**src/rtl/assert_macros.svh**
```systemverilog
// assertion helpers shared by the rtl files
// every check samples on clk_i and is off while rst_ni is low
`ifndef ASSERT_MACROS_SVH
`define ASSERT_MACROS_SVH

// plain property
`define BTBA_ASSERT(name, prop, msg) \
  name: assert property (@(posedge clk_i) disable iff (!rst_ni) (prop)) else $error(msg);

// same-cycle implication
`define BTBA_ASSERT_IMPL(name, ante, cons, msg) \
  name: assert property (@(posedge clk_i) disable iff (!rst_ni) (ante) |-> (cons)) \
    else $error(msg);

// next-cycle implication
`define BTBA_ASSERT_NEXT(name, ante, cons, msg) \
  name: assert property (@(posedge clk_i) disable iff (!rst_ni) (ante) |=> (cons)) \
    else $error(msg);

`endif

```
**src/rtl/btba_pkg.sv**
```systemverilog
`default_nettype none
package btba_pkg;

  // store geometry
  localparam int unsigned STORE_BYTES = 1024;
  localparam int unsigned BLOCK_ALIGN = 16;
  localparam int unsigned ADDR_W      = $clog2(STORE_BYTES);
  localparam int unsigned BANK_AW     = ADDR_W - 1;
  localparam int unsigned BANK_DEPTH  = STORE_BYTES / 2;
  localparam int unsigned ALIGN_W     = $clog2(BLOCK_ALIGN);

  // tag layout and arithmetic widths
  localparam int unsigned TAG_W    = 16;
  localparam int unsigned SIZE_W   = 15;
  localparam int unsigned AT_W     = 16;
  localparam int unsigned TAG_PAIR = 2 + 2;
  localparam logic [TAG_W-1:0] TAG_USED = 16'h8000;
  localparam logic [TAG_W-1:0] FMT_SIZE = TAG_W'(STORE_BYTES - BLOCK_ALIGN - TAG_PAIR);

  // item field widths
  localparam int unsigned FIELD_W = 10;
  localparam int unsigned REQ_W   = 10;
  localparam int unsigned RSZ_W   = REQ_W + 1;
  localparam logic [FIELD_W-1:0] FIELD_MAX = '1;

  // command queue
  localparam int unsigned Q_DEPTH = 2;
  localparam int unsigned Q_AW    = $clog2(Q_DEPTH);
  localparam int unsigned Q_CW    = $clog2(Q_DEPTH + 1);

  typedef enum logic [1:0] {
    OP_ALLOC   = 2'd0,
    OP_FREE    = 2'd1,
    OP_FORMAT  = 2'd2,
    OP_INSPECT = 2'd3
  } op_e;

  typedef enum logic [2:0] {
    CMD_ALLOC,
    CMD_FREE,
    CMD_FORMAT,
    CMD_INSPECT,
    CMD_NOP
  } cmd_e;

  typedef struct packed {
    cmd_e               kind;
    logic [RSZ_W-1:0]   size;
    logic [FIELD_W-1:0] addr;
  } cmd_t;

  typedef enum logic [4:0] {
    ST_IDLE,
    ST_WALK_RD,
    ST_WALK_EV,
    ST_AL_W0,
    ST_AL_W1,
    ST_AL_W2,
    ST_AL_W3,
    ST_FR_RD0,
    ST_FR_EV0,
    ST_FR_EVP,
    ST_FR_NX,
    ST_FR_EVN,
    ST_FR_W0,
    ST_FR_W1,
    ST_FMT_W0,
    ST_FMT_W1,
    ST_DONE
  } st_e;

endpackage
`default_nettype wire

```
**src/rtl/btba_fifo.sv**
```systemverilog
`default_nettype none
`include "assert_macros.svh"
module btba_fifo import btba_pkg::*; (
  input  logic clk_i,
  input  logic rst_ni,
  input  logic push_valid_i,
  input  cmd_t push_data_i,
  output logic push_ready_o,
  output logic pop_valid_o,
  output cmd_t pop_data_o,
  input  logic pop_ready_i
);

  cmd_t            ent_q [Q_DEPTH];
  logic [Q_AW-1:0] wr_ptr_q, wr_ptr_d;
  logic [Q_AW-1:0] rd_ptr_q, rd_ptr_d;
  logic [Q_CW-1:0] cnt_q, cnt_d;
  logic            push, pop;

  assign push_ready_o = cnt_q != Q_CW'(Q_DEPTH);
  assign pop_valid_o  = cnt_q != '0;
  assign pop_data_o   = ent_q[rd_ptr_q];
  assign push         = push_valid_i && push_ready_o;
  assign pop          = pop_valid_o && pop_ready_i;

  // pointer and fill count
  always_comb begin
    wr_ptr_d = wr_ptr_q;
    rd_ptr_d = rd_ptr_q;
    cnt_d    = cnt_q;
    if (push) begin
      wr_ptr_d = (wr_ptr_q == Q_AW'(Q_DEPTH - 1)) ? '0 : wr_ptr_q + 1'b1;
    end
    if (pop) begin
      rd_ptr_d = (rd_ptr_q == Q_AW'(Q_DEPTH - 1)) ? '0 : rd_ptr_q + 1'b1;
    end
    if (push && !pop) begin
      cnt_d = cnt_q + 1'b1;
    end else if (pop && !push) begin
      cnt_d = cnt_q - 1'b1;
    end
  end

  always_ff @(posedge clk_i or negedge rst_ni) begin
    if (!rst_ni) begin
      wr_ptr_q <= '0;
      rd_ptr_q <= '0;
      cnt_q    <= '0;
    end else begin
      wr_ptr_q <= wr_ptr_d;
      rd_ptr_q <= rd_ptr_d;
      cnt_q    <= cnt_d;
    end
  end

  // entry storage
  always_ff @(posedge clk_i) begin
    if (push) begin
      ent_q[wr_ptr_q] <= push_data_i;
    end
  end

  `BTBA_ASSERT(a_cnt_bound, cnt_q <= Q_CW'(Q_DEPTH), "queue fill count overflow")
  `BTBA_ASSERT_NEXT(a_cnt_up, push && !pop, cnt_q == $past(cnt_q) + 1'b1, "lost push")
  `BTBA_ASSERT_IMPL(a_full_stalls, cnt_q == Q_CW'(Q_DEPTH), !push_ready_o, "ready while full")

endmodule
`default_nettype wire

```
**config.mk**
```make
export PLATFORM = sky130hd
export DESIGN_NAME = btba_fifo
export DESIGN_NICKNAME = d
export VERILOG_FILES = /design/src/rtl/btba_pkg.sv /design/src/rtl/btba_fifo.sv
export VERILOG_INCLUDE_DIRS = /design/src /design/src/rtl
export SDC_FILE = /design/constraint.sdc
export NUM_CORES = 1
export LEC_CHECK = 0
export BUFFER_PORTS_ARGS = -buffer_cell sky130_fd_sc_hd__buf_2
export CAP_MARGIN = 20
export CORE_MARGIN = 1
export CORE_UTILIZATION = 40
export CTS_CLUSTER_SIZE = 16
export DETAILED_ROUTE_END_ITERATION = 8
export GPL_ROUTABILITY_DRIVEN = 0
export SLEW_MARGIN = 30
export SYNTH_ARGS = -nofsm -noshare
export SYNTH_HDL_FRONTEND = slang
export SYNTH_SLANG_ARGS = --single-unit
```
**constraint.sdc**
```tcl
create_clock -name clk_i -period 2.2 [get_ports clk_i]
set_input_delay 0.44 -clock clk_i [delete_from_list [all_inputs] [get_ports clk_i]]
set_output_delay 0.44 -clock clk_i [all_outputs]
set_load 0.01 [all_outputs]
```
==> impl_metrics.yaml <==
outcome:
  status: "complete, no violations"
grt:
  grt_pass1_vias: 981
  grt_max_degree: 25
  gr-usage-all-layers_pct: 12.88
  grt_pass1_wl_um: 4823
  antenna_found_initial: 0
  overflow: 0
sta:
  final-hold-violation-count: 0
  post-route-min-period_ns: 2.064
  tightest_slew_ns: 0.3753
  fmax_mhz: 484.6
  fin_setup_tns_ns: 0
  period_share_pct: 93.80
  clock_skew_ns: 0.007809
  maxSlewViolCount: 0
  finalSetupViolations: 0
  rsz0062_at_grt: "no"
  setup_ws_ns: 0.1364
  slew_headroom_pct: 74.98
detailed_routing:
  remaining_drc_errors: 0
  dr_total_vias: 987
  wirelength_um: 3126
  ant_nets: 0
  vias_per_cell: 4.426
  wl_per_cell_um: 14.02
  drtIter0Drc: 34
  dr.pass1.iters: 4
setup_path:
  worstPathArrival_ns: 1.62
  start_kind: "register"
  reg2reg_slack_ns: 0.67
  crit_type: "register to primary output"
  cp.required_ns: 1.76
  timing.critical_path.cells: "buf_4 > mux2_4 > buf_2"
  path_max_fanout: 10
  worstSetupEndpointType: "primary output"
  slowest_delay_ns: 0.58
  cp_slowest_cell: "dfrtp_1"
  regToRegStartpoint: "cnt_q[0]"
  critPathLaunch: "rd_ptr_q"
synth:
  yosysUniqueCellTypes: 16
  syn-num-nets: 122
  async_reset_ff_share_pct: 7.692
  syn_area_per_cell_sq_um: 21.84
  synth-seq-cells: 52
  synthesis.area_sq_mm: 0.002031
  synth-edff-count: 48
  yosysWarnings: 0
  synth_area_leaders: "edfxtp_1, mux2_4, dfrtp_1, mux2_2, buf_12"
  synth-main-ff-cell: "edfxtp_1"
  yosys.area.top_type: "edfxtp_1"
  yosysTopAreaCellShare_pct: 70.98
  ys_seq_area_share_pct: 75.91
  synth_cells: 93
power_and_ir_drop:
  p_leak_nw: 1.000
  ir_drop_v: 0.0008590
  pwr_density_cell_mw_per_mm2: 1250
cells_and_area:
  final_cell_mix: "buf_2, edfxtp_1, mux2_4"
  syn_to_final_growth_pct: 21.32
  multi_input_area_sq_um: 436.7
  sequential_cell_area_sq_mm: 0.001541
  drive_above_1_share_pct: 58.33
  fin_util_pct: 51.14
  final_nets: 184
  fillers: 437
  diodes: 0
  final_common_cell: "buf_2"
clock_network:
  clk_latency_ns: 0.30
  cts-htree-levels: 2
  cts.path.max_buffers: 2
  cts_setup_buffers: 0
  cts_buffers: 5
  clock-sinks: 52
  cts_tree: "yes"
  clkTransAtPathRegs_ns: 0.09
  root_buffer: "clkbuf_8"
place:
  io_buffers: 53
  hpwl_um: 2159
  pre_cts_ws_ns: 0.4527
die:
  ios: 54
  die_h_um: 73.25
  die_x_um: 73.25
  row_count: 25
  core_sq_mm: 0.004817
  dieArea_sq_mm: 0.005366
  initial_core_util_pct: 42.16
flow_run:
  cap_viol_max_count: 0
worst_hold_path:
  hold_class: "primary input to register"
  worstHoldStart: "push_data_i[8]"
[per-stage QoR]
step | std cells | hold WS, ns | total power, mW | area (sq um)
floorplan | 93 | 0.1444 | 2.299 | 2031
global placement | 214 | 0.2475 | 2.553 | 2361
detailed placement | 214 | 0.2537 | 2.589 | 2361
CTS | 223 | 0.3096 | 3.132 | 2464
global route | 223 | 0.3003 | 3.274 | 2464
finish | 223 | 0.3212 | 3.079 | 2464
[power breakdown]
part           switching (mW)  leakage, nW  internal [mW]
Clock                   0.283       0.0510          0.251
Sequential              0.105        0.493           1.36
Combinational           0.512        0.457          0.569
[sequential cells by signal, indices dropped and copies added (netlist names)]
signal,cells
cnt_q,2
ent_q,48
rd_ptr_q,1
wr_ptr_q,1
[timing repair]
action	in CTS	in global routing
hold buffers	1	0
hold endpoints to repair	4	0
resized for setup	0	0
[cell type report]
type	count	area share [%]
sequential	52	62.57
multi-input combinational	37	17.72
timing repair buffer	58	12.39
tap	67	3.403
clock buffer	6	3.352
clock inverter	2	0.4063
inverter	1	0.1524
[layer usage]
layer | part of all wire (%) | track usage [%]
met3 | 7.5 | 5.761
met2 | 50 | 20.16
met4 | 1.6 | 5.882
met1 | 41 | 15.29
met5 | 0 | 0
[worst max-delay path, delay by kind of cell (launching register included)]
family,cells,cell delay [ns]
mux,1,0.31
flops,1,0.58
buf+inv,2,0.43
[Yosys cell counts (2+ instances only)]
library cell and instances:
edfxtp_1 48, dfrtp_1 4, mux2_2 5, buf_12 2, nor2_1 2, mux2_4 19, xor2_1 2, xnor2_1 3
[worst paths after layout]
path,endpoint,cells past startpoint
max in group asynchronous,rd_ptr_q,2
min in group asynchronous,cnt_q[1],2
hold / removal,ent_q[0][8],1
setup reg to reg,cnt_q[1],6
hold reg to reg,cnt_q[1],1
setup / recovery,pop_data_o[23],3
[cell families after synthesis]
| group | Yosys count | synth area share (%) |
|---|---|---|
| multiplexers | 24 | 16.82 |
| XOR/XNOR | 5 | 2.157 |
| adder cells (fa/ha/maj) | 1 | 0.6160 |
| buffers and inverters | 4 | 2.711 |
| AND/OR/NAND/NOR | 7 | 1.788 |
| flip-flops | 52 | 75.91 |
Note: power is estimated with default switching activity, not from simulation.
