===== config.mk =====
export PLATFORM = sky130hd
export DESIGN_NAME = btba_front_flat
export DESIGN_NICKNAME = d
export VERILOG_FILES = /design/src/rtl/assert_macros.svh /design/src/rtl/btba_pkg.sv /design/src/rtl/btba_if.sv /design/src/rtl/btba_front.sv /design/src/flat_wrapper.sv
export SDC_FILE = /design/constraint.sdc
export NUM_CORES = 1
export LEC_CHECK = 0
export ABC_AREA = 1
export BUFFER_PORTS_ARGS = -buffer_cell sky130_fd_sc_hd__buf_2
export CAP_MARGIN = 10
export CORE_UTILIZATION = 47
export CTS_BUF_LIST = sky130_fd_sc_hd__clkbuf_16
export DETAILED_ROUTE_END_ITERATION = 10
export PLACE_DENSITY = 0.9
export REMOVE_ABC_BUFFERS = 1
export SETUP_SLACK_MARGIN = 0.2
export SYNTH_ARGS = -nofsm -noshare
export SYNTH_HDL_FRONTEND = slang
export SYNTH_SLANG_ARGS = --single-unit

===== constraint.sdc =====
create_clock -name clk_i -period 4.1 [get_ports clk_i]
set_input_delay 1.23 -clock clk_i [delete_from_list [all_inputs] [get_ports clk_i]]
set_output_delay 1.23 -clock clk_i [all_outputs]
set_load 0.01 [all_outputs]

===== src/rtl/assert_macros.svh =====
// assertion helpers shared by the rtl files
// every check samples on clk_i and is off while rst_ni is low
`ifndef ASSERT_MACROS_SVH
`define ASSERT_MACROS_SVH

// plain property
`define BTBA_ASSERT(name, prop, msg) \
  name: assert property (@(posedge clk_i) disable iff (!rst_ni) (prop)) else $error(msg);

// same-cycle implication
`define BTBA_ASSERT_IMPL(name, ante, cons, msg) \
  name: assert property (@(posedge clk_i) disable iff (!rst_ni) (ante) |-> (cons)) \
    else $error(msg);

// next-cycle implication
`define BTBA_ASSERT_NEXT(name, ante, cons, msg) \
  name: assert property (@(posedge clk_i) disable iff (!rst_ni) (ante) |=> (cons)) \
    else $error(msg);

`endif


===== src/rtl/btba_pkg.sv =====
`default_nettype none
package btba_pkg;

  // store geometry
  localparam int unsigned STORE_BYTES = 1024;
  localparam int unsigned BLOCK_ALIGN = 16;
  localparam int unsigned ADDR_W      = $clog2(STORE_BYTES);
  localparam int unsigned BANK_AW     = ADDR_W - 1;
  localparam int unsigned BANK_DEPTH  = STORE_BYTES / 2;
  localparam int unsigned ALIGN_W     = $clog2(BLOCK_ALIGN);

  // tag layout and arithmetic widths
  localparam int unsigned TAG_W    = 16;
  localparam int unsigned SIZE_W   = 15;
  localparam int unsigned AT_W     = 16;
  localparam int unsigned TAG_PAIR = 2 + 2;
  localparam logic [TAG_W-1:0] TAG_USED = 16'h8000;
  localparam logic [TAG_W-1:0] FMT_SIZE = TAG_W'(STORE_BYTES - BLOCK_ALIGN - TAG_PAIR);

  // item field widths
  localparam int unsigned FIELD_W = 10;
  localparam int unsigned REQ_W   = 10;
  localparam int unsigned RSZ_W   = REQ_W + 1;
  localparam logic [FIELD_W-1:0] FIELD_MAX = '1;

  // command queue
  localparam int unsigned Q_DEPTH = 2;
  localparam int unsigned Q_AW    = $clog2(Q_DEPTH);
  localparam int unsigned Q_CW    = $clog2(Q_DEPTH + 1);

  typedef enum logic [1:0] {
    OP_ALLOC   = 2'd0,
    OP_FREE    = 2'd1,
    OP_FORMAT  = 2'd2,
    OP_INSPECT = 2'd3
  } op_e;

  typedef enum logic [2:0] {
    CMD_ALLOC,
    CMD_FREE,
    CMD_FORMAT,
    CMD_INSPECT,
    CMD_NOP
  } cmd_e;

  typedef struct packed {
    cmd_e               kind;
    logic [RSZ_W-1:0]   size;
    logic [FIELD_W-1:0] addr;
  } cmd_t;

  typedef enum logic [4:0] {
    ST_IDLE,
    ST_WALK_RD,
    ST_WALK_EV,
    ST_AL_W0,
    ST_AL_W1,
    ST_AL_W2,
    ST_AL_W3,
    ST_FR_RD0,
    ST_FR_EV0,
    ST_FR_EVP,
    ST_FR_NX,
    ST_FR_EVN,
    ST_FR_W0,
    ST_FR_W1,
    ST_FMT_W0,
    ST_FMT_W1,
    ST_DONE
  } st_e;

endpackage
`default_nettype wire


===== src/rtl/btba_if.sv =====
`default_nettype none
// request channel
interface btba_req_if import btba_pkg::*; ();
  logic               valid;
  logic               ready;
  logic [1:0]         operation;
  logic [REQ_W-1:0]   request_size;
  logic [FIELD_W-1:0] payload_address;

  modport source(output valid, output operation, output request_size,
                 output payload_address, input ready);
  modport sink(input valid, input operation, input request_size,
               input payload_address, output ready);
endinterface

`default_nettype wire


===== src/rtl/btba_front.sv =====
`default_nettype none
module btba_front import btba_pkg::*; (
  input  logic        clk_i,
  input  logic        rst_ni,
  btba_req_if.sink    req_i,
  output logic        cmd_valid_o,
  output cmd_t        cmd_o,
  input  logic        cmd_ready_i
);

  logic             stg_valid_q, stg_valid_d;
  cmd_t             stg_q, stg_d;
  cmd_t             cls;
  logic [RSZ_W-1:0] req_min;
  logic [RSZ_W-1:0] req_sum;
  logic [AT_W-1:0]  addr_ext;
  logic             take;

  // classify the incoming item
  always_comb begin
    req_min  = (req_i.request_size == '0) ? RSZ_W'(1) : RSZ_W'(req_i.request_size);
    req_sum  = req_min + RSZ_W'(BLOCK_ALIGN - 1);
    addr_ext = AT_W'(req_i.payload_address);
    cls.size = req_sum & ~RSZ_W'(BLOCK_ALIGN - 1);
    cls.addr = req_i.payload_address;
    case (op_e'(req_i.operation))
      OP_ALLOC:   cls.kind = CMD_ALLOC;
      OP_FREE: begin
        if (addr_ext == '0 || addr_ext < AT_W'(BLOCK_ALIGN + 2) ||
            addr_ext > AT_W'(STORE_BYTES - 2)) begin
          cls.kind = CMD_NOP;
        end else begin
          cls.kind = CMD_FREE;
        end
      end
      OP_FORMAT:  cls.kind = CMD_FORMAT;
      OP_INSPECT: cls.kind = CMD_INSPECT;
      default:    cls.kind = CMD_NOP;
    endcase
  end

  // staging register toward the queue
  assign req_i.ready = !stg_valid_q || cmd_ready_i;
  assign take        = req_i.valid && req_i.ready;

  always_comb begin
    stg_valid_d = stg_valid_q;
    stg_d       = stg_q;
    if (take) begin
      stg_valid_d = 1'b1;
      stg_d       = cls;
    end else if (cmd_ready_i) begin
      stg_valid_d = 1'b0;
    end
  end

  always_ff @(posedge clk_i or negedge rst_ni) begin
    if (!rst_ni) begin
      stg_valid_q <= 1'b0;
    end else begin
      stg_valid_q <= stg_valid_d;
    end
  end

  always_ff @(posedge clk_i) begin
    stg_q <= stg_d;
  end

  assign cmd_valid_o = stg_valid_q;
  assign cmd_o       = stg_q;

endmodule
`default_nettype wire


===== src/flat_wrapper.sv =====
// flat-port wrapper written by rule: the top's interface ports become plain ports
module btba_front_flat import btba_pkg::*;
  (clk_i, rst_ni, cmd_valid_o, cmd_o, cmd_ready_i, req_i_valid, req_i_operation, req_i_request_size, req_i_payload_address, req_i_ready);
  btba_req_if req_i_i ();
  input  logic clk_i;
  input  logic rst_ni;
  output logic cmd_valid_o;
  output cmd_t cmd_o;
  input  logic cmd_ready_i;
  input wire logic [$bits(req_i_i.valid)-1:0] req_i_valid;
  input wire logic [$bits(req_i_i.operation)-1:0] req_i_operation;
  input wire logic [$bits(req_i_i.request_size)-1:0] req_i_request_size;
  input wire logic [$bits(req_i_i.payload_address)-1:0] req_i_payload_address;
  output wire logic [$bits(req_i_i.ready)-1:0] req_i_ready;
  assign req_i_i.valid = req_i_valid;
  assign req_i_i.operation = req_i_operation;
  assign req_i_i.request_size = req_i_request_size;
  assign req_i_i.payload_address = req_i_payload_address;
  assign req_i_ready = req_i_i.ready;
  btba_front u_core (.clk_i(clk_i), .rst_ni(rst_ni), .req_i(req_i_i), .cmd_valid_o(cmd_valid_o), .cmd_o(cmd_o), .cmd_ready_i(cmd_ready_i));
endmodule

==> metrics.txt <==
post-synthesis cell type count 21; CP Capture Type output pin; share of cells above drive strength 1 39.86%; HP Class flop to flop; die area about 0.0023 mm2; Main synth FF type edfxtp_1; max_slew headroom between 30% and 40%; CTS buffer count 3; via count 778; slew at the pin closest to its max-slew limit 1.045 ns; post-layout min period 2.853 ns; YS warnings 0; Worst-path clk slew 0.05 ns; Net Switching ~0.11 mW; first-pass GRT wire length 2546 um; sw frac slightly above 20%; H-tree levels 1; Area contributors post-synth edfxtp_1 (62%), nand2_1 (8.1%), inv_1 (5.0%), nor2_1 (4.6%), buf_4 (3.1%); Cell Area, Placed approximately 0.0012 mm2; Post-Layout Cell Count 170; largest net degree at the start of global routing 21; VDD IR max 0.1970 mV; Synth top area share between 60% and 70%; Tot GR Track Use 16.65%; status finished, final reports clean; Leak 0.6301 nW; post-cts resize count 0; Fill cells 174; Avg WL per Cell 10.68 um; Worst setup SP type primary input; Final Max Tran Viols 0; FFs w/ async S/R, synth approximately 4.8%; total iterations of the first detailed-routing run 3; CP arrival 1.62 ns; combinational share of power 12.0%; clk_lat worst skew 0.25 ns; synthesis-stage register bit count 21; Power Dens Cells 391.1 mW/mm2; Antenna Cells 0; Final Cell Area 0.001304 mm2; Die Y roughly 48 um; Die Width 47.54 um; Layout Area Growth over Synthesis 33.76%; final wirelength 1815 um; vias per cell 4.576; most frequent cells in the layout buf_2 (47), nand2_1 (21), edfxtp_1 (20); synthesized area 974.7 um2; initial antenna violation count 0; R2R setup slack 2.52 ns; final setup fails 0; CTS max path bufs 2; number of synthesized flops with an enable pin 20; residual DRC count 0; RSZ-0062 raised after global routing false; P_int 0.4040 mW; DR iter-0 viols 4; Reg power frac 49.7%; Boundary Pins 52; # hold bufs at CTS 0; Post-layout nets 170; area of the core a little under 0.002 mm2; clock sink count 21; crit path kind primary input to output pin; Port Buffer Count 47; Final Core Density 66.45%; Post-Synthesis Cells between 90 and 100; dpl cells 166; Detail Placement HPWL 1424 um; Max Freq 350.5 MHz; post-CTS setup buffer count 0; Avg Cell Area, Syn ~10 um2; Antenna Nets Post-Route 0; most common cell after layout, fill and taps aside buf_2; critical path peak fanout 2; max_cap viols 0; routability cong. 0.7253; clock power share 38.3%; TNS Setup 0 ns; sequential area share after synthesis 64.18%; GRT overflow 0; Final period util 69.58%; root buf cell clkbuf_16; vias in the first global route 700; Initial Utilization 49.68%; Row Count 16; critical path data required time between 2 and 3 ns; Hold Vio Cnt, Final 0; CTS tree done; clk_skew 0.003148 ns; cell taking the most area after synthesis edfxtp_1
[path summary, 6_finish.rpt]
path | start | to | cells after the start
worst min-delay path | u_core.cmd_valid_o | u_core.cmd_valid_o | 2
worst min register to register | u_core.cmd_valid_o | u_core.cmd_valid_o | 2
min in group asynchronous | rst_ni | u_core.cmd_valid_o | 1
worst max register to register | u_core.cmd_valid_o | u_core.cmd_o[14] | 1
max in group asynchronous | rst_ni | u_core.cmd_valid_o | 1
worst max-delay path | cmd_ready_i | req_i_ready | 4
[layer usage]
metal  wire length [um]  vias to the layer above  track usage, %
met4                  4                        0           7.778
li1                   -                      391               -
met2               1008                       37           34.52
met5                  0                        -               0
met1                654                      348           14.60
met3                147                        2           3.774
[area by class of cell]
cell class	instances	area (um2)	area share, %
Tap cell	27	33.78	2.591
Sequential cell	21	625.6	47.98
Clock inverter	1	3.754	0.2879
Clock buffer	3	75.07	5.758
Timing Repair Buffer	47	235.2	18.04
Multi-Input combinational cell	56	274.0	21.02
Inverter	15	56.30	4.319
[worst max-delay path: stages]
cell,delay (ns)
buf_2,0.09
inv_1,0.08
nand2_1,0.07
buf_2,0.14
[cell usage after synthesis, types with 2 or more instances]
| cell | number |
|---|---|
| nand2_2 | 2 |
| nand3_1 | 4 |
| inv_1 | 13 |
| nand3b_1 | 2 |
| xor2_1 | 2 |
| edfxtp_1 | 20 |
| a21oi_1 | 2 |
| nor2_1 | 12 |
| nand2_1 | 21 |
| inv_2 | 2 |
| buf_4 | 4 |
[logic make-up after synthesis]
group                     count (synthesis)  synth area share (%)
DFF                                      21                 64.18
buffers and inverters                    20                 9.243
AOI/OAI and AO/OA                         5                 2.823
and+or+nand+nor                          45                 21.57
other                                     1                0.3847
xor gates and xnor gates                  2                 1.798
[power by group through the flow]
stage | clock network (mW) | registers [mW] | logic, mW
after floorplan | 0 | 0.265 | 0.0220
after global placement | 0 | 0.257 | 0.0583
after detailed placement | 0 | 0.258 | 0.0607
after CTS | 0.195 | 0.254 | 0.0612
after global routing | 0.205 | 0.255 | 0.0681
final | 0.195 | 0.253 | 0.0612
[per-stage QoR]
stage                     hold slack, ns  setup WS (ns)  power, mW
after floorplan                   0.6094          1.419     0.2867
after global placement            0.5110          1.287     0.3154
after detailed placement          0.5314          1.256     0.3185
after CTS                         0.5432          1.254     0.5102
after global routing              0.5915          1.222     0.5282
final                             0.5503          1.247     0.5099
[sequential cells by signal (all words and copies together), names as in the netlist]
signal and flops:
u_core.cmd_valid_o 1, u_core.cmd_o 20
No activity file was read; power rests on OpenSTA's default activity.
